$ cat src/hw/rtl/sha2d_pkg.sv
// ----------------------------------------------------------------------------
// sha2d_pkg
// Shared types, constants and round functions of the SHA-224/256 digest core.
// ----------------------------------------------------------------------------
package sha2d_pkg;

  typedef enum logic [2:0] {
    ST_IDLE,
    ST_ROUND,
    ST_FOLD,
    ST_PAD,
    ST_EMIT
  } state_e;

  // compression unit control from the sequencer
  typedef struct packed {
    logic start;
    logic wr_byte;
    logic [5:0] byte_pos;
    logic [7:0] byte_val;
    logic pad_clear;
    logic [4:0] pad_from;
    logic len_wr;
    logic [63:0] bit_len;
    logic zero_win;
    logic load_iv;
    logic mode;
  } cmp_ctrl_t;

  localparam logic [7:0] PadByte = 8'h80;

  localparam logic [31:0] Iv256 [8] = '{
    32'h6a09e667, 32'hbb67ae85, 32'h3c6ef372, 32'ha54ff53a,
    32'h510e527f, 32'h9b05688c, 32'h1f83d9ab, 32'h5be0cd19};
  localparam logic [31:0] Iv224 [8] = '{
    32'hc1059ed8, 32'h367cd507, 32'h3070dd17, 32'hf70e5939,
    32'hffc00b31, 32'h68581511, 32'h64f98fa7, 32'hbefa4fa4};

  localparam logic [31:0] RoundK [64] = '{
    32'h428a2f98, 32'h71374491, 32'hb5c0fbcf, 32'he9b5dba5, 32'h3956c25b, 32'h59f111f1,
    32'h923f82a4, 32'hab1c5ed5, 32'hd807aa98, 32'h12835b01, 32'h243185be, 32'h550c7dc3,
    32'h72be5d74, 32'h80deb1fe, 32'h9bdc06a7, 32'hc19bf174, 32'he49b69c1, 32'hefbe4786,
    32'h0fc19dc6, 32'h240ca1cc, 32'h2de92c6f, 32'h4a7484aa, 32'h5cb0a9dc, 32'h76f988da,
    32'h983e5152, 32'ha831c66d, 32'hb00327c8, 32'hbf597fc7, 32'hc6e00bf3, 32'hd5a79147,
    32'h06ca6351, 32'h14292967, 32'h27b70a85, 32'h2e1b2138, 32'h4d2c6dfc, 32'h53380d13,
    32'h650a7354, 32'h766a0abb, 32'h81c2c92e, 32'h92722c85, 32'ha2bfe8a1, 32'ha81a664b,
    32'hc24b8b70, 32'hc76c51a3, 32'hd192e819, 32'hd6990624, 32'hf40e3585, 32'h106aa070,
    32'h19a4c116, 32'h1e376c08, 32'h2748774c, 32'h34b0bcb5, 32'h391c0cb3, 32'h4ed8aa4a,
    32'h5b9cca4f, 32'h682e6ff3, 32'h748f82ee, 32'h78a5636f, 32'h84c87814, 32'h8cc70208,
    32'h90befffa, 32'ha4506ceb, 32'hbef9a3f7, 32'hc67178f2};

  function automatic logic [31:0] rotr(input logic [31:0] x, input int unsigned n);
    rotr = (x >> n) | (x << (32 - n));
  endfunction

endpackage

$ cat src/hw/rtl/sha2d_compress.sv
// ----------------------------------------------------------------------------
// sha2d_compress
// Schedule window, working variables and chaining value; one round per cycle.
// ----------------------------------------------------------------------------
module sha2d_compress
  import sha2d_pkg::*;
(
  input  logic        clk_i,
  input  logic        rst_ni,
  input  cmp_ctrl_t   ctrl_i,
  output logic        busy_o,
  input  logic [2:0]  rd_idx_i,
  output logic [31:0] rd_word_o
);

  logic [31:0] win_q [16];
  logic [31:0] var_q [8];
  logic [31:0] chain_q [8];
  logic [5:0]  rnd_q, rnd_d;
  logic        run_q, run_d, fold_q, fold_d;

  logic [31:0] w_new, wi, t1, t2, s0, s1, ch, mj, ep0, ep1;

  // message schedule and round function
  always_comb begin
    s0 = rotr(win_q[1], 7) ^ rotr(win_q[1], 18) ^ (win_q[1] >> 3);
    s1 = rotr(win_q[14], 17) ^ rotr(win_q[14], 19) ^ (win_q[14] >> 10);
    w_new = win_q[0] + s0 + win_q[9] + s1;
    wi = (rnd_q < 6'd16) ? win_q[0] : w_new;
    ep1 = rotr(var_q[4], 6) ^ rotr(var_q[4], 11) ^ rotr(var_q[4], 25);
    ch = (var_q[4] & var_q[5]) ^ (~var_q[4] & var_q[6]);
    ep0 = rotr(var_q[0], 2) ^ rotr(var_q[0], 13) ^ rotr(var_q[0], 22);
    mj = (var_q[0] & var_q[1]) ^ (var_q[0] & var_q[2]) ^ (var_q[1] & var_q[2]);
    t1 = var_q[7] + ep1 + ch + RoundK[rnd_q] + wi;
    t2 = ep0 + mj;
  end

  // round sequencing
  always_comb begin
    run_d = run_q;
    rnd_d = rnd_q;
    fold_d = 1'b0;
    if (ctrl_i.start) begin
      run_d = 1'b1;
      rnd_d = '0;
    end else if (run_q) begin
      rnd_d = rnd_q + 6'd1;
      if (rnd_q == 6'd63) begin
        run_d = 1'b0;
        fold_d = 1'b1;
      end
    end
  end

  always_ff @(posedge clk_i or negedge rst_ni) begin
    if (!rst_ni) begin
      run_q <= 1'b0;
      fold_q <= 1'b0;
      rnd_q <= '0;
    end else begin
      run_q <= run_d;
      fold_q <= fold_d;
      rnd_q <= rnd_d;
    end
  end

  assign busy_o = run_q | fold_q;

  // window: byte writes, padding, and rotation during rounds
  always_ff @(posedge clk_i) begin
    if (run_q) begin
      for (int i = 0; i < 15; i++) win_q[i] <= win_q[i+1];
      win_q[15] <= wi;
    end else begin
      if (ctrl_i.zero_win) begin
        for (int i = 0; i < 16; i++) win_q[i] <= '0;
      end
      if (ctrl_i.pad_clear) begin
        for (int i = 0; i < 16; i++) begin
          if (5'(i) >= ctrl_i.pad_from) win_q[i] <= '0;
        end
      end
      if (ctrl_i.wr_byte) begin
        case (ctrl_i.byte_pos[1:0])
          2'd0: win_q[ctrl_i.byte_pos[5:2]] <= {ctrl_i.byte_val, 24'h0};
          2'd1: win_q[ctrl_i.byte_pos[5:2]][23:16] <= ctrl_i.byte_val;
          2'd2: win_q[ctrl_i.byte_pos[5:2]][15:8] <= ctrl_i.byte_val;
          default: win_q[ctrl_i.byte_pos[5:2]][7:0] <= ctrl_i.byte_val;
        endcase
      end
      if (ctrl_i.len_wr) begin
        win_q[14] <= ctrl_i.bit_len[63:32];
        win_q[15] <= ctrl_i.bit_len[31:0];
      end
    end
  end

  // working variables
  always_ff @(posedge clk_i) begin
    if (ctrl_i.start) begin
      for (int i = 0; i < 8; i++) var_q[i] <= chain_q[i];
    end else if (run_q) begin
      var_q[7] <= var_q[6];
      var_q[6] <= var_q[5];
      var_q[5] <= var_q[4];
      var_q[4] <= var_q[3] + t1;
      var_q[3] <= var_q[2];
      var_q[2] <= var_q[1];
      var_q[1] <= var_q[0];
      var_q[0] <= t1 + t2;
    end
  end

  // chaining value: reset to SHA-256 IV, fold after rounds, reload on re-arm
  always_ff @(posedge clk_i or negedge rst_ni) begin
    if (!rst_ni) begin
      for (int i = 0; i < 8; i++) chain_q[i] <= Iv256[i];
    end else if (fold_q) begin
      for (int i = 0; i < 8; i++) chain_q[i] <= chain_q[i] + var_q[i];
    end else if (ctrl_i.load_iv) begin
      for (int i = 0; i < 8; i++) chain_q[i] <= ctrl_i.mode ? Iv224[i] : Iv256[i];
    end
  end

  assign rd_word_o = chain_q[rd_idx_i];

endmodule

$ cat src/hw/rtl/sha224_sha256_digest_core.sv
// ----------------------------------------------------------------------------
// sha224_sha256_digest_core
// Byte-streaming SHA-256 / SHA-224 digest engine.
// ----------------------------------------------------------------------------
// Usage:
//   Input beats carry one message byte (data_byte_i) with final_byte_i on the
//   last byte, or empty_message_i to end a message without a byte. A byte
//   that does not fill a block is taken without a stall. A byte that completes
//   a 64-byte block holds the input stalled through the 64 rounds of the
//   shared round unit, the fold of the chain and the sequencer's ROUND and
//   FOLD states. A final beat runs padding: a pad step, then one or two
//   compressions, before the first digest beat. The digest is sent as 8
//   words (7 for SHA-224), most significant first, last_word_o on the last
//   one.
//   The input is stalled until the last digest beat is taken; a stall on
//   the output simply holds the current word.
//   The mode register is written on cfg_valid/cfg_ready while idle; a write
//   with no bytes pending reloads the initial value of the new mode.
//   Reset: SHA-256 mode, SHA-256 initial value, zero byte count.
// ----------------------------------------------------------------------------
module sha224_sha256_digest_core
  import sha2d_pkg::*;
(
  input  logic        clk_i,
  input  logic        rst_ni,
  input  logic        cfg_valid,
  output logic        cfg_ready,
  input  logic        cfg_data_i,
  input  logic        in_valid,
  output logic        in_stall,
  input  logic [7:0]  data_byte_i,
  input  logic        final_byte_i,
  input  logic        empty_message_i,
  output logic        out_valid,
  input  logic        out_stall,
  output logic [31:0] digest_word_o,
  output logic        last_word_o
);

  state_e      state_q, state_d;
  logic        mode_q;
  logic [60:0] count_q, count_d;
  logic [1:0]  padn_q, padn_d;   // compressions left in padding
  logic        fin_q, fin_d;     // a final beat is waiting on a block compress
  logic [2:0]  widx_q, widx_d;
  logic        busy;
  cmp_ctrl_t   ctrl;
  logic [5:0]  pos;
  logic        in_acc, out_acc;

  sha2d_compress u_cmp (
    .clk_i     (clk_i),
    .rst_ni    (rst_ni),
    .ctrl_i    (ctrl),
    .busy_o    (busy),
    .rd_idx_i  (widx_q),
    .rd_word_o (digest_word_o)
  );

  assign cfg_ready = (state_q == ST_IDLE);
  assign pos = count_q[5:0];
  assign in_stall = (state_q != ST_IDLE);
  assign in_acc = in_valid & ~in_stall;
  assign out_valid = (state_q == ST_EMIT);
  assign out_acc = out_valid & ~out_stall;
  assign last_word_o = (widx_q == (mode_q ? 3'd6 : 3'd7));

  // sequencer
  always_comb begin
    state_d = state_q;
    count_d = count_q;
    padn_d = padn_q;
    fin_d = fin_q;
    widx_d = widx_q;
    ctrl = '0;
    ctrl.mode = mode_q;
    ctrl.byte_pos = pos;
    ctrl.bit_len = {count_q, 3'b000};
    ctrl.pad_from = {1'b0, pos[5:2]} + 5'd1;
    case (state_q)
      ST_IDLE: begin
        if (cfg_valid && count_q == '0) begin
          ctrl.load_iv = 1'b1;
          ctrl.mode = cfg_data_i;
        end
        if (in_acc) begin
          if (empty_message_i) begin
            state_d = ST_PAD;
          end else begin
            ctrl.wr_byte = 1'b1;
            ctrl.byte_val = data_byte_i;
            count_d = count_q + 61'd1;
            if (pos == 6'd63) begin
              ctrl.start = 1'b1;
              fin_d = final_byte_i;
              state_d = ST_ROUND;
            end else if (final_byte_i) begin
              state_d = ST_PAD;
            end
          end
        end
      end
      ST_PAD: begin
        // write the pad byte, zero the tail, then the length if it fits
        ctrl.wr_byte = 1'b1;
        ctrl.byte_val = PadByte;
        ctrl.pad_clear = 1'b1;
        ctrl.start = 1'b1;
        if (pos >= 6'd56) begin
          padn_d = 2'd2;
        end else begin
          ctrl.len_wr = 1'b1;
          padn_d = 2'd1;
        end
        state_d = ST_ROUND;
      end
      ST_ROUND: begin
        if (!busy) state_d = ST_FOLD;
      end
      ST_FOLD: begin
        // chain is folded; decide what follows
        if (fin_q) begin
          fin_d = 1'b0;
          state_d = ST_PAD;
        end else if (padn_q == 2'd2) begin
          ctrl.zero_win = 1'b1;
          ctrl.len_wr = 1'b1;
          ctrl.start = 1'b1;
          padn_d = 2'd1;
          state_d = ST_ROUND;
        end else if (padn_q == 2'd1) begin
          padn_d = 2'd0;
          widx_d = '0;
          state_d = ST_EMIT;
        end else begin
          state_d = ST_IDLE;
        end
      end
      ST_EMIT: begin
        if (out_acc) begin
          widx_d = widx_q + 3'd1;
          if (last_word_o) begin
            widx_d = '0;
            count_d = '0;
            ctrl.load_iv = 1'b1;
            state_d = ST_IDLE;
          end
        end
      end
      default: state_d = ST_IDLE;
    endcase
  end

  always_ff @(posedge clk_i or negedge rst_ni) begin
    if (!rst_ni) begin
      state_q <= ST_IDLE;
      mode_q <= 1'b0;
      count_q <= '0;
      padn_q <= '0;
      fin_q <= 1'b0;
      widx_q <= '0;
    end else begin
      state_q <= state_d;
      count_q <= count_d;
      padn_q <= padn_d;
      fin_q <= fin_d;
      widx_q <= widx_d;
      if (cfg_valid && cfg_ready) mode_q <= cfg_data_i;
    end
  end

endmodule

$ cat config.mk
export PLATFORM = sky130hd
export DESIGN_NAME = sha224_sha256_digest_core
export DESIGN_NICKNAME = d
export VERILOG_FILES = /design/src/hw/rtl/sha2d_pkg.sv /design/src/hw/rtl/sha2d_compress.sv /design/src/hw/rtl/sha224_sha256_digest_core.sv
export SDC_FILE = /design/constraint.sdc
export NUM_CORES = 2
export LEC_CHECK = 0
export BUFFER_PORTS_ARGS = -buffer_cell sky130_fd_sc_hd__buf_2
export CELL_PAD_IN_SITES_DETAIL_PLACEMENT = 2
export CELL_PAD_IN_SITES_GLOBAL_PLACEMENT = 2
export CORE_MARGIN = 2
export CORE_UTILIZATION = 36
export CTS_BUF_LIST = sky130_fd_sc_hd__clkbuf_4 sky130_fd_sc_hd__clkbuf_8
export DETAILED_ROUTE_END_ITERATION = 8
export MAX_ROUTING_LAYER = met4
export PLACE_DENSITY_LB_ADDON = 0.1
export RECOVER_POWER = 50
export SLEW_MARGIN = 10
export SYNTH_ARGS = -nofsm -noshare
export SYNTH_HDL_FRONTEND = slang
export SYNTH_SLANG_ARGS = --single-unit
$ cat constraint.sdc
create_clock -name clk_i -period 15.1 [get_ports clk_i]
set_input_delay 2.265 -clock clk_i [delete_from_list [all_inputs] [get_ports clk_i]]
set_output_delay 2.265 -clock clk_i [all_outputs]
set_load 0.01 [all_outputs]
==> flow_summary.toml <==
[outcome]
status = "complete, but fails checks"
violations = "max-capacitance violations, max-slew violations"

[placed_design]
gp_congestion = 0.961
portBuffers = 51
dpl.hpwl_um = 265000
dp_slack_ns = 3.87
dpl-instance-area_um2 = 80500
dp.cells = 10781

[timing]
fin_ws_ns = 3.34
final_hold_viol_count = 0
finClkSkew_ns = 0.0688
finalCritPeriodShare = 0.779
slew_violations = 762
min_period_ns = 11.76
slew_headroom = -2.45
timing.fmax_mhz = 85.0
setup_viol = 0
worstMarginPinSlew_ns = 5.18
fin_tns_setup_ns = 0
rsz0062_at_grt = "no"

[drt]
drt-initial-drc-count = 4707
drt-pass1-iter-count = 5
wl_met3_um = 14100
top_layer = "met4"
vias_per_cell = 5.93
routed_wl_um = 353000
antenna_left = 0
wire_per_inst_um = 31.5
met2WireLength_um = 174000
dr_total_vias = 66428
drcViolationCount = 0
met1Wirelength_um = 140000

[global_route]
grt_pass1_vias = 72391
grt_overflow_total = 0
track_usage = 0.331
antenna_found_initial = 19
grt_start_max_net_pins = 152
grt_first_pass_wirelength_um = 514000

[logic_synthesis]
syn-num-nets = 8834
synth_area_um2 = 77100
yosysWarnings = 0
synth_ff_type = "edfxtp_1"
ys_types = 108
yosysSeqAreaShare = 0.406
synth-edff-count = 736
synth_seq_cells = 1103
syn_area_per_cell_um2 = 9.40
synthCells = 8208
synth-async-reset-ratio = 0.304

[clocking]
cts_sinks = 1103
h-tree-depth = 4
cts_setup_buffers = 0
root_buffer = "clkbuf_8"
cts_tree = "yes"
clk_pin_slew_ns = 0.06
postCtsHoldBufs = 0
insertion_delay_ns = 1.04
numCtsBuffers = 213
clock_path_buffers = 3
cts-resized-gates = 0

[die]
core-area_um2 = 213000
initial_utilization = 0.363
fp-row-count = 169
die_w_um = 467
die_y_um = 467
die-area_um2 = 218000
ios = 52

[worst_setup_path]
cpPeakStageDelay_ns = 3.54
start_kind = "input port"
cp.depth = 3
crit_buf_inv = 3
reg2regPathDepth = 43
ff2ff_setup_slack_ns = 3.85
worstSetupPathType = "in -> async"
cp_cell_sequence = "clkbuf_1 > clkbuf_1 > clkbuf_2"
cp_slowest_cell = "clkbuf_1"
worstSetupEndpointType = "async pin"
r2r_end = "u_cmp.var_q[0][31]$_DFFE_PP_"
rr_startpoint = "u_cmp.win_q[14][20]$_DFFE_PP_"
crit_top_cell = "clkbuf_1"
required_ns = 14.89
arrival_ns = 11.55
crit_path_max_fanout = 121
crit_family = "buffers and inverters"

[worst_hold_path]
min_from = "u_cmp.chain_q[201]$_DFFE_PN1P_"
min_path_type = "reg -> reg"
worstHoldPathCells = 2
min_to = "u_cmp.chain_q[201]$_DFFE_PN1P_"

[finish]
n_fill_cell = 23086
seq_area_um2 = 31300
multi_input_area_um2 = 42600
stdcell_area_um2 = 85000
drive_above_1_share = 0.107
nNetsFinal = 8801
final_cells = 11203
area_growth_pct = 10.2

[run]
cap_violations = 16
==> cell usage after synthesis (31+ instances only) <==
master,count,area share
and2_1,45,0.0037
nand2_1,1361,0.066
a21o_1,202,0.020
mux4_2,66,0.019
nor2_1,478,0.023
inv_1,403,0.020
and3_1,43,0.0035
o22ai_1,64,0.0052
xnor2_1,411,0.047
ha_1,415,0.067
nand2b_1,54,0.0044
o21ai_0,805,0.052
o31ai_1,39,0.0038
a22o_1,70,0.0079
a211oi_1,57,0.0055
dfstp_2,136,0.046
nor3_1,73,0.0047
xor2_1,180,0.020
mux2i_1,38,0.0049
mux2_2,70,0.010
o21a_1,57,0.0055
nor2b_1,59,0.0048
a32oi_1,31,0.0035
or3_1,43,0.0035
dfrtp_1,199,0.065
a21oi_1,564,0.037
o21bai_1,56,0.0055
nand4_1,69,0.0056
a31oi_1,43,0.0035
a22oi_1,51,0.0050
o21ai_1,41,0.0027
buf_1,33,0.0016
dfxtp_1,32,0.0083
nand3_1,207,0.013
edfxtp_1,736,0.29
clkbuf_1,380,0.018
fa_1,195,0.051
==> final cells by class <==
type | count | share of cell area
diodes | 14 | 0.000412
clock buffers | 340 | 0.0481
clock inverters | 68 | 0.00749
inverters | 408 | 0.0181
multi-input cells | 6255 | 0.501
flip-flops and latches | 1103 | 0.369
well taps | 2821 | 0.0415
repair buffers | 194 | 0.0146
==> logic make-up (layout without fill, tap and decap cells) <==
kind of cell | Yosys count | count (layout) | share of synthesized area
AOI/OAI and AO/OA | 2324 | 2324 | 0.186
buffers and inverters | 850 | 1010 | 0.0422
adders and majority gates | 628 | 628 | 0.120
DFF | 1103 | 1103 | 0.406
other | 0 | 14 | 0
xor gates and xnor gates | 591 | 591 | 0.0671
and+or+nand+nor | 2537 | 2537 | 0.144
muxes | 175 | 175 | 0.0346
==> cell usage in the layout, fill, tap and decap left out, types with 206 or more instances in the layout <==
| cell | instances |
|---|---|
| ha_1 | 415 |
| a21oi_1 | 563 |
| xnor2_1 | 411 |
| clkbuf_8 | 246 |
| nand3_1 | 206 |
| nand2_1 | 1357 |
| edfxtp_1 | 736 |
| nor2_1 | 477 |
| o21ai_0 | 815 |
| inv_1 | 403 |
==> state kept, by name (all words and copies together), names as in the netlist <==
name,flops
count_q,61
fin_q,1
mode_q,1
padn_q,2
state_q,3
u_cmp.chain_q,256
u_cmp.fold_q,1
u_cmp.rnd_q,6
u_cmp.run_q,1
u_cmp.var_q,256
u_cmp.win_q,512
widx_q,3
==> per-layer routing <==
| layer | track usage | vias up |
|---|---|---|
| met5 | - | - |
| met4 | 0.193 | 0 |
| met3 | 0.0392 | 814 |
| met2 | 0.555 | 1801 |
| met1 | 0.382 | 34491 |
| li1 | - | 29322 |
==> per-stage QoR <==
stage | hold WS [ns] | util
2_1_floorplan | 0.459 | -
4_1_cts | 0.498 | 0.401
6_report | 0.494 | 0.400
3_3_place_gp | 0.479 | 0.379
5_1_grt | 0.512 | 0.400
3_5_place_dp | 0.487 | 0.379
==> worst register-to-register path, delay by kind of cell, from the launching register on <==
kind,cells,cell delay [ns]
AO/OA/AOI/OAI,20,4.38
XOR/XNOR,6,1.10
AND/OR/NAND/NOR,3,0.62
adder cells (fa/ha/maj),9,3.92
buffers and inverters,4,0.35
multiplexers,1,0.15
flip-flops,1,0.47
==> worst max path at each step <==
stage | start | endpoint | slack [ns]
finish | rst_ni | widx_q[0]$_DFFE_PN0P_ | 3.34
global route | rst_ni | widx_q[0]$_DFFE_PN0P_ | 2.10
CTS | u_cmp.win_q[14][20]$_DFFE_PP_ | u_cmp.var_q[0][31]$_DFFE_PP_ | 3.83
detailed placement | u_cmp.win_q[14][20]$_DFFE_PP_ | u_cmp.var_q[0][31]$_DFFE_PP_ | 3.87
global placement | u_cmp.win_q[14][20]$_DFFE_PP_ | u_cmp.var_q[0][31]$_DFFE_PP_ | 3.95
floorplan | u_cmp.win_q[1][8]$_DFFE_PP_ | u_cmp.var_q[0][31]$_DFFE_PP_ | 5.68
Power is not shown: default switching activity piles up to over one toggle a cycle in this logic, so the estimate is an artifact.
